<file path="config.mk">
export PLATFORM = sky130hd
export DESIGN_NAME = linear_key_value_table
export DESIGN_NICKNAME = d
export VERILOG_FILES = /design/src/rtl/lkvt_pkg.sv /design/src/rtl/linear_key_value_table.sv
export SDC_FILE = /design/constraint.sdc
export NUM_CORES = 1
export LEC_CHECK = 0
export BUFFER_PORTS_ARGS = -buffer_cell sky130_fd_sc_hd__buf_2
export CORE_MARGIN = 2
export CORE_UTILIZATION = 33
export DETAILED_ROUTE_END_ITERATION = 10
export HOLD_SLACK_MARGIN = 0.03
export PLACE_DENSITY = 0.49
export SYNTH_ARGS = -nofsm -noshare
export SYNTH_HDL_FRONTEND = slang
export SYNTH_SLANG_ARGS = --single-unit
</file>
<file path="constraint.sdc">
create_clock -name clk_i -period 10.4 [get_ports clk_i]
set_clock_uncertainty 0.15 [all_clocks]
set_input_delay 1.56 -clock clk_i [delete_from_list [all_inputs] [get_ports clk_i]]
set_output_delay 1.56 -clock clk_i [all_outputs]
set_load 0.01 [all_outputs]
</file>
<file path="src/rtl/lkvt_pkg.sv">
// shared types, operation and status codes for the linear key-value table
package lkvt_pkg;

  // default sizes
  localparam int unsigned CAPACITY_DEF   = 16;
  localparam int unsigned KEY_BITS_DEF   = 32;
  localparam int unsigned VALUE_BITS_DEF = 32;

  // fixed field widths of the item and the result
  localparam int unsigned KIND_W   = 2;
  localparam int unsigned FIELD_W  = 32;
  localparam int unsigned STATUS_W = 3;
  localparam int unsigned COUNT_W  = 5;

  // operation codes, the spare code acts as a lookup
  localparam logic [KIND_W-1:0] KIND_INSERT = 2'd0;
  localparam logic [KIND_W-1:0] KIND_REMOVE = 2'd1;
  localparam logic [KIND_W-1:0] KIND_LOOKUP = 2'd2;

  // result status codes
  localparam logic [STATUS_W-1:0] ST_APPENDED  = 3'd0;
  localparam logic [STATUS_W-1:0] ST_UPDATED   = 3'd1;
  localparam logic [STATUS_W-1:0] ST_REMOVED   = 3'd2;
  localparam logic [STATUS_W-1:0] ST_FOUND     = 3'd3;
  localparam logic [STATUS_W-1:0] ST_NOT_FOUND = 3'd4;
  localparam logic [STATUS_W-1:0] ST_FULL      = 3'd5;

  typedef struct packed {
    logic [KIND_W-1:0]  kind;
    logic [FIELD_W-1:0] lookup_key;
    logic [FIELD_W-1:0] entry_value;
  } lkvt_in_t;

  typedef struct packed {
    logic [STATUS_W-1:0] status;
    logic [COUNT_W-1:0]  entry_count;
    logic                table_empty;
  } lkvt_out_t;

endpackage

</file>
<file path="src/rtl/linear_key_value_table.sv">
// linear key-value table: insertion-ordered store searched one entry at a time
//
//   channel  dir  handshake                  payload
//   in       in   in_valid_i / in_stall_o    in_item_i  (kind, lookup_key, entry_value)
//   out      out  out_valid_o / out_stall_i  out_item_o (status, entry_count, table_empty)
//
// one item at a time; a single key comparator walks the stored entries, each one
// read from the registered memory, then compared; insert and lookup scan at most
// the fill count of entries, and remove also moves each later entry down with one
// memory read and one write each
// reset clears the fill count, the sequencer and the output valid; the key and value
// memories are not cleared, only entries below the fill count are ever read
// the result sits in an output register, so a stalled result does not hold the
// next item out; only the following result waits for the output to drain
module linear_key_value_table
  import lkvt_pkg::*;
#(
  parameter int unsigned CAPACITY   = CAPACITY_DEF,
  parameter int unsigned KEY_BITS   = KEY_BITS_DEF,
  parameter int unsigned VALUE_BITS = VALUE_BITS_DEF
) (
  input  logic      clk_i,
  input  logic      rst_ni,
  input  logic      in_valid_i,
  output logic      in_stall_o,
  input  lkvt_in_t  in_item_i,
  output logic      out_valid_o,
  input  logic      out_stall_i,
  output lkvt_out_t out_item_o
);

  localparam int unsigned IW = (CAPACITY > 1) ? $clog2(CAPACITY) : 1;  // entry index
  localparam int unsigned CW = $clog2(CAPACITY + 1);                  // fill count

  // sequencer states
  localparam logic [2:0] S_IDLE     = 3'd0;
  localparam logic [2:0] S_READ     = 3'd1;
  localparam logic [2:0] S_CMP      = 3'd2;
  localparam logic [2:0] S_RESOLVE  = 3'd3;
  localparam logic [2:0] S_SHIFT_RD = 3'd4;
  localparam logic [2:0] S_SHIFT_WR = 3'd5;
  localparam logic [2:0] S_FINISH   = 3'd6;

  // storage
  logic [KEY_BITS-1:0]   key_mem   [CAPACITY];
  logic [VALUE_BITS-1:0] value_mem [CAPACITY];
  logic [KEY_BITS-1:0]   rd_key_q;
  logic [VALUE_BITS-1:0] rd_val_q;

  // control and working registers
  logic [2:0]            state_q, state_d;
  logic [CW-1:0]         count_q, count_d;
  logic [IW-1:0]         idx_q, idx_d;
  logic                  found_q, found_d;
  logic [KIND_W-1:0]     op_q, op_d;
  logic [KEY_BITS-1:0]   key_q, key_d;
  logic [VALUE_BITS-1:0] val_q, val_d;
  logic [STATUS_W-1:0]   status_q, status_d;
  logic                  out_valid_q, out_valid_d;
  lkvt_out_t             out_q, out_d;

  // memory port controls
  logic                  key_we, val_we;
  logic [IW-1:0]         wr_addr, rd_addr;
  logic [KEY_BITS-1:0]   wr_key;
  logic [VALUE_BITS-1:0] wr_val;

  // field narrowing or widening to the stored widths
  logic [KEY_BITS+FIELD_W-1:0]   key_ext;
  logic [VALUE_BITS+FIELD_W-1:0] val_ext;
  logic [CW+COUNT_W-1:0]         cnt_ext;
  logic [CW-1:0]                 idx_ext;
  logic                          out_free;

  assign key_ext  = {{KEY_BITS{1'b0}}, in_item_i.lookup_key};
  assign val_ext  = {{VALUE_BITS{1'b0}}, in_item_i.entry_value};
  assign cnt_ext  = {{COUNT_W{1'b0}}, count_d};
  assign idx_ext  = CW'(idx_q);
  assign out_free = !out_valid_q || !out_stall_i;

  // shift reads the entry after the current one, the scan reads the current one
  assign rd_addr = (state_q == S_SHIFT_RD) ? (idx_q + IW'(1)) : idx_q;

  always_comb begin
    state_d     = state_q;
    count_d     = count_q;
    idx_d       = idx_q;
    found_d     = found_q;
    op_d        = op_q;
    key_d       = key_q;
    val_d       = val_q;
    status_d    = status_q;
    out_valid_d = out_valid_q;
    out_d       = out_q;
    key_we      = 1'b0;
    val_we      = 1'b0;
    wr_addr     = idx_q;
    wr_key      = key_q;
    wr_val      = val_q;

    // result taken downstream
    if (out_valid_q && !out_stall_i) begin
      out_valid_d = 1'b0;
    end

    unique case (state_q)
      S_IDLE: begin
        if (in_valid_i) begin
          op_d    = in_item_i.kind;
          key_d   = key_ext[KEY_BITS-1:0];
          val_d   = val_ext[VALUE_BITS-1:0];
          idx_d   = '0;
          found_d = 1'b0;
          // empty table: nothing to scan
          state_d = (count_q == '0) ? S_RESOLVE : S_READ;
        end
      end
      S_READ: begin
        state_d = S_CMP;
      end
      S_CMP: begin
        if (rd_key_q == key_q) begin
          found_d = 1'b1;
          state_d = S_RESOLVE;
        end else if (idx_ext + CW'(1) == count_q) begin
          state_d = S_RESOLVE;
        end else begin
          idx_d   = idx_q + IW'(1);
          state_d = S_READ;
        end
      end
      S_RESOLVE: begin
        state_d = S_FINISH;
        unique case (op_q)
          KIND_INSERT: begin
            if (found_q) begin
              val_we   = 1'b1;
              status_d = ST_UPDATED;
            end else if (count_q == CW'(CAPACITY)) begin
              status_d = ST_FULL;
            end else begin
              wr_addr  = count_q[IW-1:0];
              key_we   = 1'b1;
              val_we   = 1'b1;
              count_d  = count_q + CW'(1);
              status_d = ST_APPENDED;
            end
          end
          KIND_REMOVE: begin
            if (found_q) begin
              status_d = ST_REMOVED;
              if (idx_ext + CW'(1) < count_q) begin
                state_d = S_SHIFT_RD;
              end else begin
                count_d = count_q - CW'(1);
              end
            end else begin
              status_d = ST_NOT_FOUND;
            end
          end
          default: begin
            status_d = found_q ? ST_FOUND : ST_NOT_FOUND;
          end
        endcase
      end
      S_SHIFT_RD: begin
        state_d = S_SHIFT_WR;
      end
      S_SHIFT_WR: begin
        key_we = 1'b1;
        val_we = 1'b1;
        wr_key = rd_key_q;
        wr_val = rd_val_q;
        if (idx_ext + CW'(2) < count_q) begin
          idx_d   = idx_q + IW'(1);
          state_d = S_SHIFT_RD;
        end else begin
          count_d = count_q - CW'(1);
          state_d = S_FINISH;
        end
      end
      S_FINISH: begin
        if (out_free) begin
          out_d.status      = status_q;
          out_d.entry_count = cnt_ext[COUNT_W-1:0];
          out_d.table_empty = (count_q == '0);
          out_valid_d       = 1'b1;
          state_d           = S_IDLE;
        end
      end
      default: begin
        state_d = S_IDLE;
      end
    endcase
  end

  // key and value memories: one write and one registered read per cycle
  always_ff @(posedge clk_i) begin
    if (key_we) begin
      key_mem[wr_addr] <= wr_key;
    end
    if (val_we) begin
      value_mem[wr_addr] <= wr_val;
    end
    rd_key_q <= key_mem[rd_addr];
    rd_val_q <= value_mem[rd_addr];
  end

  // control state
  always_ff @(posedge clk_i or negedge rst_ni) begin
    if (!rst_ni) begin
      state_q     <= S_IDLE;
      count_q     <= '0;
      out_valid_q <= 1'b0;
    end else begin
      state_q     <= state_d;
      count_q     <= count_d;
      out_valid_q <= out_valid_d;
    end
  end

  // working payload, no reset needed
  always_ff @(posedge clk_i) begin
    idx_q    <= idx_d;
    found_q  <= found_d;
    op_q     <= op_d;
    key_q    <= key_d;
    val_q    <= val_d;
    status_q <= status_d;
    out_q    <= out_d;
  end

  assign in_stall_o  = (state_q != S_IDLE);
  assign out_valid_o = out_valid_q;
  assign out_item_o  = out_q;

  // fill count never passes the capacity
  a_count_bound: assert property (@(posedge clk_i) disable iff (!rst_ni)
    count_q <= CW'(CAPACITY))
    else $error("fill count above capacity");

  // a full report only comes from a table that really is full
  a_full_count: assert property (@(posedge clk_i) disable iff (!rst_ni)
    (state_q == S_FINISH && status_q == ST_FULL) |-> (count_q == CW'(CAPACITY)))
    else $error("full status with room left");

  // an append always leaves the table non-empty
  a_append_nonempty: assert property (@(posedge clk_i) disable iff (!rst_ni)
    (out_valid_q && out_q.status == ST_APPENDED) |-> !out_q.table_empty)
    else $error("append reported an empty table");

  // the fill count only moves while an item is being resolved or shifted
  a_count_steady: assert property (@(posedge clk_i) disable iff (!rst_ni)
    (state_q == S_IDLE || state_q == S_READ || state_q == S_CMP ||
     state_q == S_FINISH) |=> $stable(count_q))
    else $error("fill count changed outside an update");

endmodule
</file>
=== Word-level counts from Yosys, hierarchy flattened ===
Memory sizes are Yosys's and may differ from the RTL's. A register that Yosys moved wholly into a read port is not among the register bits.
Cells that the tools add are included.

* Reduce and logical (&&, ||, !) cells: 15
* Magnitude comparators: 2
* Multiplexer cells: 45
* Add/subtract/negate cells: 5
* Eq/ne operators: 16

{| class="wikitable"
|+ Operator list
! cell !! number
|-
| 4-bit 2-to-1 mux || 9
|-
| 32-bit equality test || 1
|-
| 32-bit 2-to-1 mux || 1
|-
| 5-bit 2-to-1 mux || 5
|-
| 3-bit one-hot mux with 7 select lines || 1
|-
| 5-bit one-hot mux with 2 select lines || 2
|-
| 3-bit 2-to-1 mux || 6
|-
| 2-bit 2-to-1 mux || 7
|-
| 2-bit != test, second input constant || 6
|-
| 4-bit one-hot mux with 3 select lines || 1
|-
| 5-bit less-than comparator || 2
|-
| 1-bit 2-to-1 mux || 10
|-
| 3-bit equality test, second input constant || 3
|-
| 3-bit by 2-bit equality test with 1-bit output, second input constant || 2
|-
| 3-bit one-hot mux with 2 select lines || 1
|-
| 2-bit AND reduction || 3
|-
| 3-bit nonzero test || 2
|-
| 4-bit by 1-bit adder with 5-bit output, second input constant || 1
|-
| 4-bit by 2-bit adder with 5-bit output, second input constant || 1
|-
| 5-bit by 1-bit adder with 5-bit output, second input constant || 1
|-
| 5-bit equality test || 1
|-
| 5-bit equality test, second input constant || 1
|-
| 5-bit logical NOT || 1
|-
| 5-bit AND reduction || 1
|-
| 12 further kinds || 14
|}

* Memory bits (writable): 512
* Memories kept: 1
* Word-level logic and storage cells: 95
* Output and inout bits: 11
* Register bits: 60

{| class="wikitable"
|+ Memories
! memory !! words !! bits a word !! rd ports !! clocked after Yosys merged registers in !! write ports !! RTL line !! source
|-
| key_mem || 16 || 32 || 1 || 1 || 1 || linear_key_value_table.sv:45 || <nowiki>logic [KEY_BITS-1:0] key_mem [CAPACITY];</nowiki>
|}

=== Depth between registers and ports, before layout ===
* Depth after elaboration: 7
* Mapped depth: 10
* Gate-level depth less buffers: 10

=== Least setup slack after synthesis ===
OpenSTA, ideal clock, no wires.

* Path kind: in2reg
* Start point: input port in_valid_i
* End point: register idx_q[0], enable pin
* Data required time: 9871 ps
* Stages: 4
* Buffers on the path: 0
* Slack: 6432 ps
* Arrival: 3438 ps
* Cells stage by stage: inv_1 nor2_1 o21ai_0 o41ai_1

* Cells in the longest elaborated chain, start to end: 2

{| class="wikitable"
|+ Ends and longest elaborated chain
! element !! RTL line !! source
|-
| start, declared || linear_key_value_table.sv:24 || <nowiki>input logic in_valid_i,</nowiki>
|-
| 2-bit != test (no line) || -- ||
|-
| 5-bit AND reduction (no line) || -- ||
|-
| end signal, assigned || linear_key_value_table.sv:224 || <nowiki>idx_q <= idx_d;</nowiki>
|-
| end, declared || linear_key_value_table.sv:53 || <nowiki>logic [IW-1:0] idx_q, idx_d;</nowiki>
|}

Every way passes these cells.
A chain may end at the register's enable or synchronous reset.

=== Worst setup path in the final report ===
* Start point: register state_q[2]
* End point: register rd_key_q[11] (read register of key_mem)

* Cells in the longest elaborated chain, start to end: 2

{| class="wikitable"
|+ Ends and longest elaborated chain
! element !! RTL line !! source
|-
| start, declared || linear_key_value_table.sv:51 || <nowiki>logic [2:0] state_q, state_d;</nowiki>
|-
| start signal, assigned || linear_key_value_table.sv:216 || <nowiki>state_q <= state_d;</nowiki>
|-
| 3-bit equality test || linear_key_value_table.sv:82 || <nowiki>assign rd_addr = (state_q == S_SHIFT_RD) ? (idx_q + IW'(1)) : idx_q;</nowiki>
|-
| 4-bit 2-to-1 mux || linear_key_value_table.sv:82 ||
|-
| end, declared || linear_key_value_table.sv:47 || <nowiki>logic [KEY_BITS-1:0] rd_key_q;</nowiki>
|}

Every way passes these cells.

==> results.sh <==
export IMPL_period_needed_ns=4.197
export IMPL_post_cts_repair_setup_buffers=0
export IMPL_cts_root_to_sink_buffers=3
export IMPL_synthesized_nets=2028
export IMPL_track_usage_pct=18.12
export IMPL_antenna_diode_count=0
export IMPL_setup_violations_final=0
export IMPL_routed_wl_mm=67.50
export IMPL_final_layout_size_suffix_gt1_share_pct=10.49
export IMPL_pin_count_of_the_biggest_net_entering_global_routing=75
export IMPL_clkLatencyLatePin_ns=0.61
export IMPL_tritoncts_clock_tree="yes"
export IMPL_grt_remaining_overflow=0
export IMPL_end_point_of_the_worst_hold_path="out_item_o[6]"
export IMPL_hold_start="status_q[0]"
export IMPL_synth_area_mux_share_pct=0.1349
export IMPL_initial_cell_density_of_the_core_pct=33.22
export IMPL_number_of_register_bits_inferred_by_synthesis=604
export IMPL_drt_initial_drc_count=1409
export IMPL_yosysWarnings=0
export IMPL_post_layout_nonfiller_instances=3000
export IMPL_seq_power_share_pct=36.8
export IMPL_clockRootBuffer="clkbuf_16"
export IMPL_timing_critical_path_from_type="flop"
export IMPL_core_region_area_mm2=0.07259
export IMPL_regToRegSetupSlack_ns=6.20
export IMPL_r2r_worst_path_cells=8
export IMPL_global_route_wire_length_before_repair_mm=99.20
export IMPL_cp_arrival_ns=4.59
export IMPL_post_synthesis_instance_area_mm2=0.02411
export IMPL_worst_hold_slack_ns=0.2683
export IMPL_dieHeight_um=274.3
export IMPL_cts_resized=0
export IMPL_switching_power_mw=3.694
export IMPL_max_slew_margin_pct=28.33
export IMPL_syn_mean_instance_area_um2=12.40
export IMPL_antenna_found_initial=0
export IMPL_slew_violations=0
export IMPL_min_delay_path_class="reg -> reg"
export IMPL_flow_area_growth_from_synthesis_pct=14.91
export IMPL_power_ir_vdd_worst_mv=0.2252
export IMPL_dominantRegCellSynth="edfxtp_1"
export IMPL_achievable_frequency_mhz=238.3
export IMPL_placement_io_buffers=48
export IMPL_holdBufCountCts=0
export IMPL_yosys_cell_types_count=51
export IMPL_worst_setup_path_end_kind="flop"
export IMPL_place_detailed_hpwl_mm=34.34
export IMPL_slew_worst_pin_ns=1.070
export IMPL_chipWidth_um=274.3
export IMPL_share_clk_of_total_power_pct=25.1
export IMPL_outcome="finished clean"
export IMPL_htreeDepth=3
export IMPL_remaining_drc_errors=0
export IMPL_power_leakage_nw=9.617
export IMPL_p_int_mw=5.435
export IMPL_critical_path_max_fanout=69
export IMPL_async_reset_ff_share_pct=1.490
export IMPL_synth_simple_area_share_pct=19.20
export IMPL_clock_tree_sinks=604
export IMPL_hold_viol_final=0
export IMPL_synth_compound_area_share_pct=2.408
export IMPL_routed_via_count=15338
export IMPL_total_die_area_mm2=0.07524
export IMPL_dpl_cell_count=2879
export IMPL_comb_power_share_pct=38.1
export IMPL_rows=99
export IMPL_ant_nets=0
export IMPL_synth_fa_ha_area_share_pct=0.7265
export IMPL_setup_tns_final_ns=0
export IMPL_syn_inst=1944
export IMPL_critical_path_required_ns=10.79
export IMPL_synth_top_family_by_area="simple AND/OR/NAND/NOR gates"
export IMPL_gp_congestion=0.7705
export IMPL_timing_setup_critical_path_class="reg -> reg"
export IMPL_layout_net_count=2074
export IMPL_n_fill_cell=7009
export IMPL_worstReg2RegStart="state_q[2]"
export IMPL_ys_seq_area_share_pct=73.71
export IMPL_clk_pin_slew_worst_paths_ns=0.06
export IMPL_hold_path_depth=0
export IMPL_detail_route_vias_per_cell=5.113
export IMPL_count_of_maximum_capacitance_violations=0
export IMPL_swShare_pct=40.46
export IMPL_rsz0062_at_grt="false"
export IMPL_io_pins=81
export IMPL_post_route_period_util_pct=40.36
export IMPL_drtPass1Iterations=5
export IMPL_grt_pass1_vias=14994
export IMPL_numCtsBuffers=68
export IMPL_synth_xor_area_share_pct=1.629
export IMPL_power_density_mw_per_mm2=329.5
export IMPL_detail_route_wl_per_cell_um=22.50
export IMPL_synth_edf_count=563
export IMPL_r2r_end="rd_key_q[11]"
## synthesized netlist by cell type (all sizes together), types with 3 or more instances
library cell  instances  share of area, %
nand4                36              0.93
clkbuf               58              0.90
o22ai                 3             0.078
inv                  15              0.23
xnor2                10              0.39
a21oi                12              0.25
a31oi                38              0.99
a22oi                 4              0.12
ha                   14              0.73
nand2               618               9.6
buf                  53               1.1
and3                  3             0.078
nor2b                 6              0.16
dfrtp                 9              0.93
edfxtp              563                70
nor3                 11              0.23
dfxtp                32               2.7
o21a                  3             0.093
o21ai                 9              0.19
and2                  5              0.13
xor2                 34               1.2
a211oi                3             0.093
nor4                  8              0.21
nand3               327               6.8
nor2                 37              0.58
nand3b                3             0.093
## layout by cell type (no fill, tap or decap), types with 11 or more instances in the layout
| cell | instances |
|---|---|
| ha_1 | 14 |
| nor3_1 | 11 |
| a21oi_1 | 12 |
| dfxtp_1 | 32 |
| a31oi_1 | 38 |
| buf_2 | 48 |
| buf_4 | 39 |
| nor2_1 | 16 |
| clkbuf_16 | 68 |
| nand2_1 | 618 |
| nor2_4 | 21 |
| edfxtp_1 | 563 |
| nand3_1 | 326 |
| clkbuf_1 | 22 |
| inv_1 | 15 |
| xor2_1 | 34 |
| nand4_1 | 36 |
## cells by family after synthesis
group | count (synthesis)
and+or+nand+nor | 1064
DFF | 604
buffers and inverters | 126
AOI/OAI and AO/OA | 89
xor gates and xnor gates | 44
adders and majority gates | 14
muxes | 3
## per-layer routing
metal	part of all wire (%)	vias to the layer above	GRT usage, %
li1	-	7079	-
met1	45	7705	24.90
met2	47	444	29.16
met3	5.7	110	3.380
met4	2.5	0	5.463
met5	0	-	0
## critical path, stage by stage (launching register included)
cell	delay [ns]
dfrtp_1	0.62
nor3b_4	0.55
mux2i_4	0.93
buf_4	0.55
buf_4	0.73
nand2_1	0.12
nand3_1	0.11
nand3_1	0.10
nand3_1	0.12
## power by group through the flow
stage / registers [mW] / clock network [mW] / logic (mW)
finish: 3.36 / 2.30 / 3.48
global route: 3.39 / 2.43 / 3.86
CTS: 3.36 / 2.35 / 3.53
detailed placement: 3.41 / 0 / 3.52
global placement: 3.40 / 0 / 3.47
floorplan: 3.34 / 0 / 2.28
## state kept, by name, indices dropped and copies added, names as in the netlist
signal / cells
idx_q: 4
out_valid_o: 1
count_q: 5
state_q: 3
status_q: 3
rd_key_q: 32
key_mem: 512
op_q: 2
key_q: 32
found_q: 1
out_item_o: 9
## stage by stage
stage | total power [mW] | area [µm²] | setup slack [ns] | utilization [%]
2_1_floorplan | 5.617 | 24110 | 6.432 | -
3_3_place_gp | 6.868 | 25600 | 6.189 | 35.26
3_5_place_dp | 6.925 | 25600 | 6.165 | 35.26
4_1_cts | 9.236 | 27710 | 6.144 | 38.17
5_1_grt | 9.678 | 27710 | 5.828 | 38.17
6_report | 9.130 | 27710 | 6.203 | 38.17
## cell type report
| class | count | area, µm² | area share, % |
|---|---|---|---|
| Sequential cell | 604 | 17770 | 64.15 |
| Multi-Input combinational cell | 1214 | 6035 | 21.78 |
| Clock buffer | 96 | 1867 | 6.738 |
| Tap cell | 959 | 1200 | 4.331 |
| Timing Repair Buffer | 87 | 533.0 | 1.924 |
| Clock inverter | 25 | 242.7 | 0.8761 |
| Inverter | 15 | 56.30 | 0.2032 |
## worst max-delay path by stage
stage | from | to | slack [ns]
global route | state_q[2] | rd_key_q[11] | 5.83
detailed placement | state_q[2] | rd_key_q[7] | 6.17
floorplan | in_valid_i | idx_q[0] | 6.43
CTS | state_q[2] | rd_key_q[7] | 6.14
global placement | state_q[2] | rd_key_q[24] | 6.19
finish | state_q[2] | rd_key_q[11] | 6.20
Note: power is estimated with default switching activity, not from simulation.
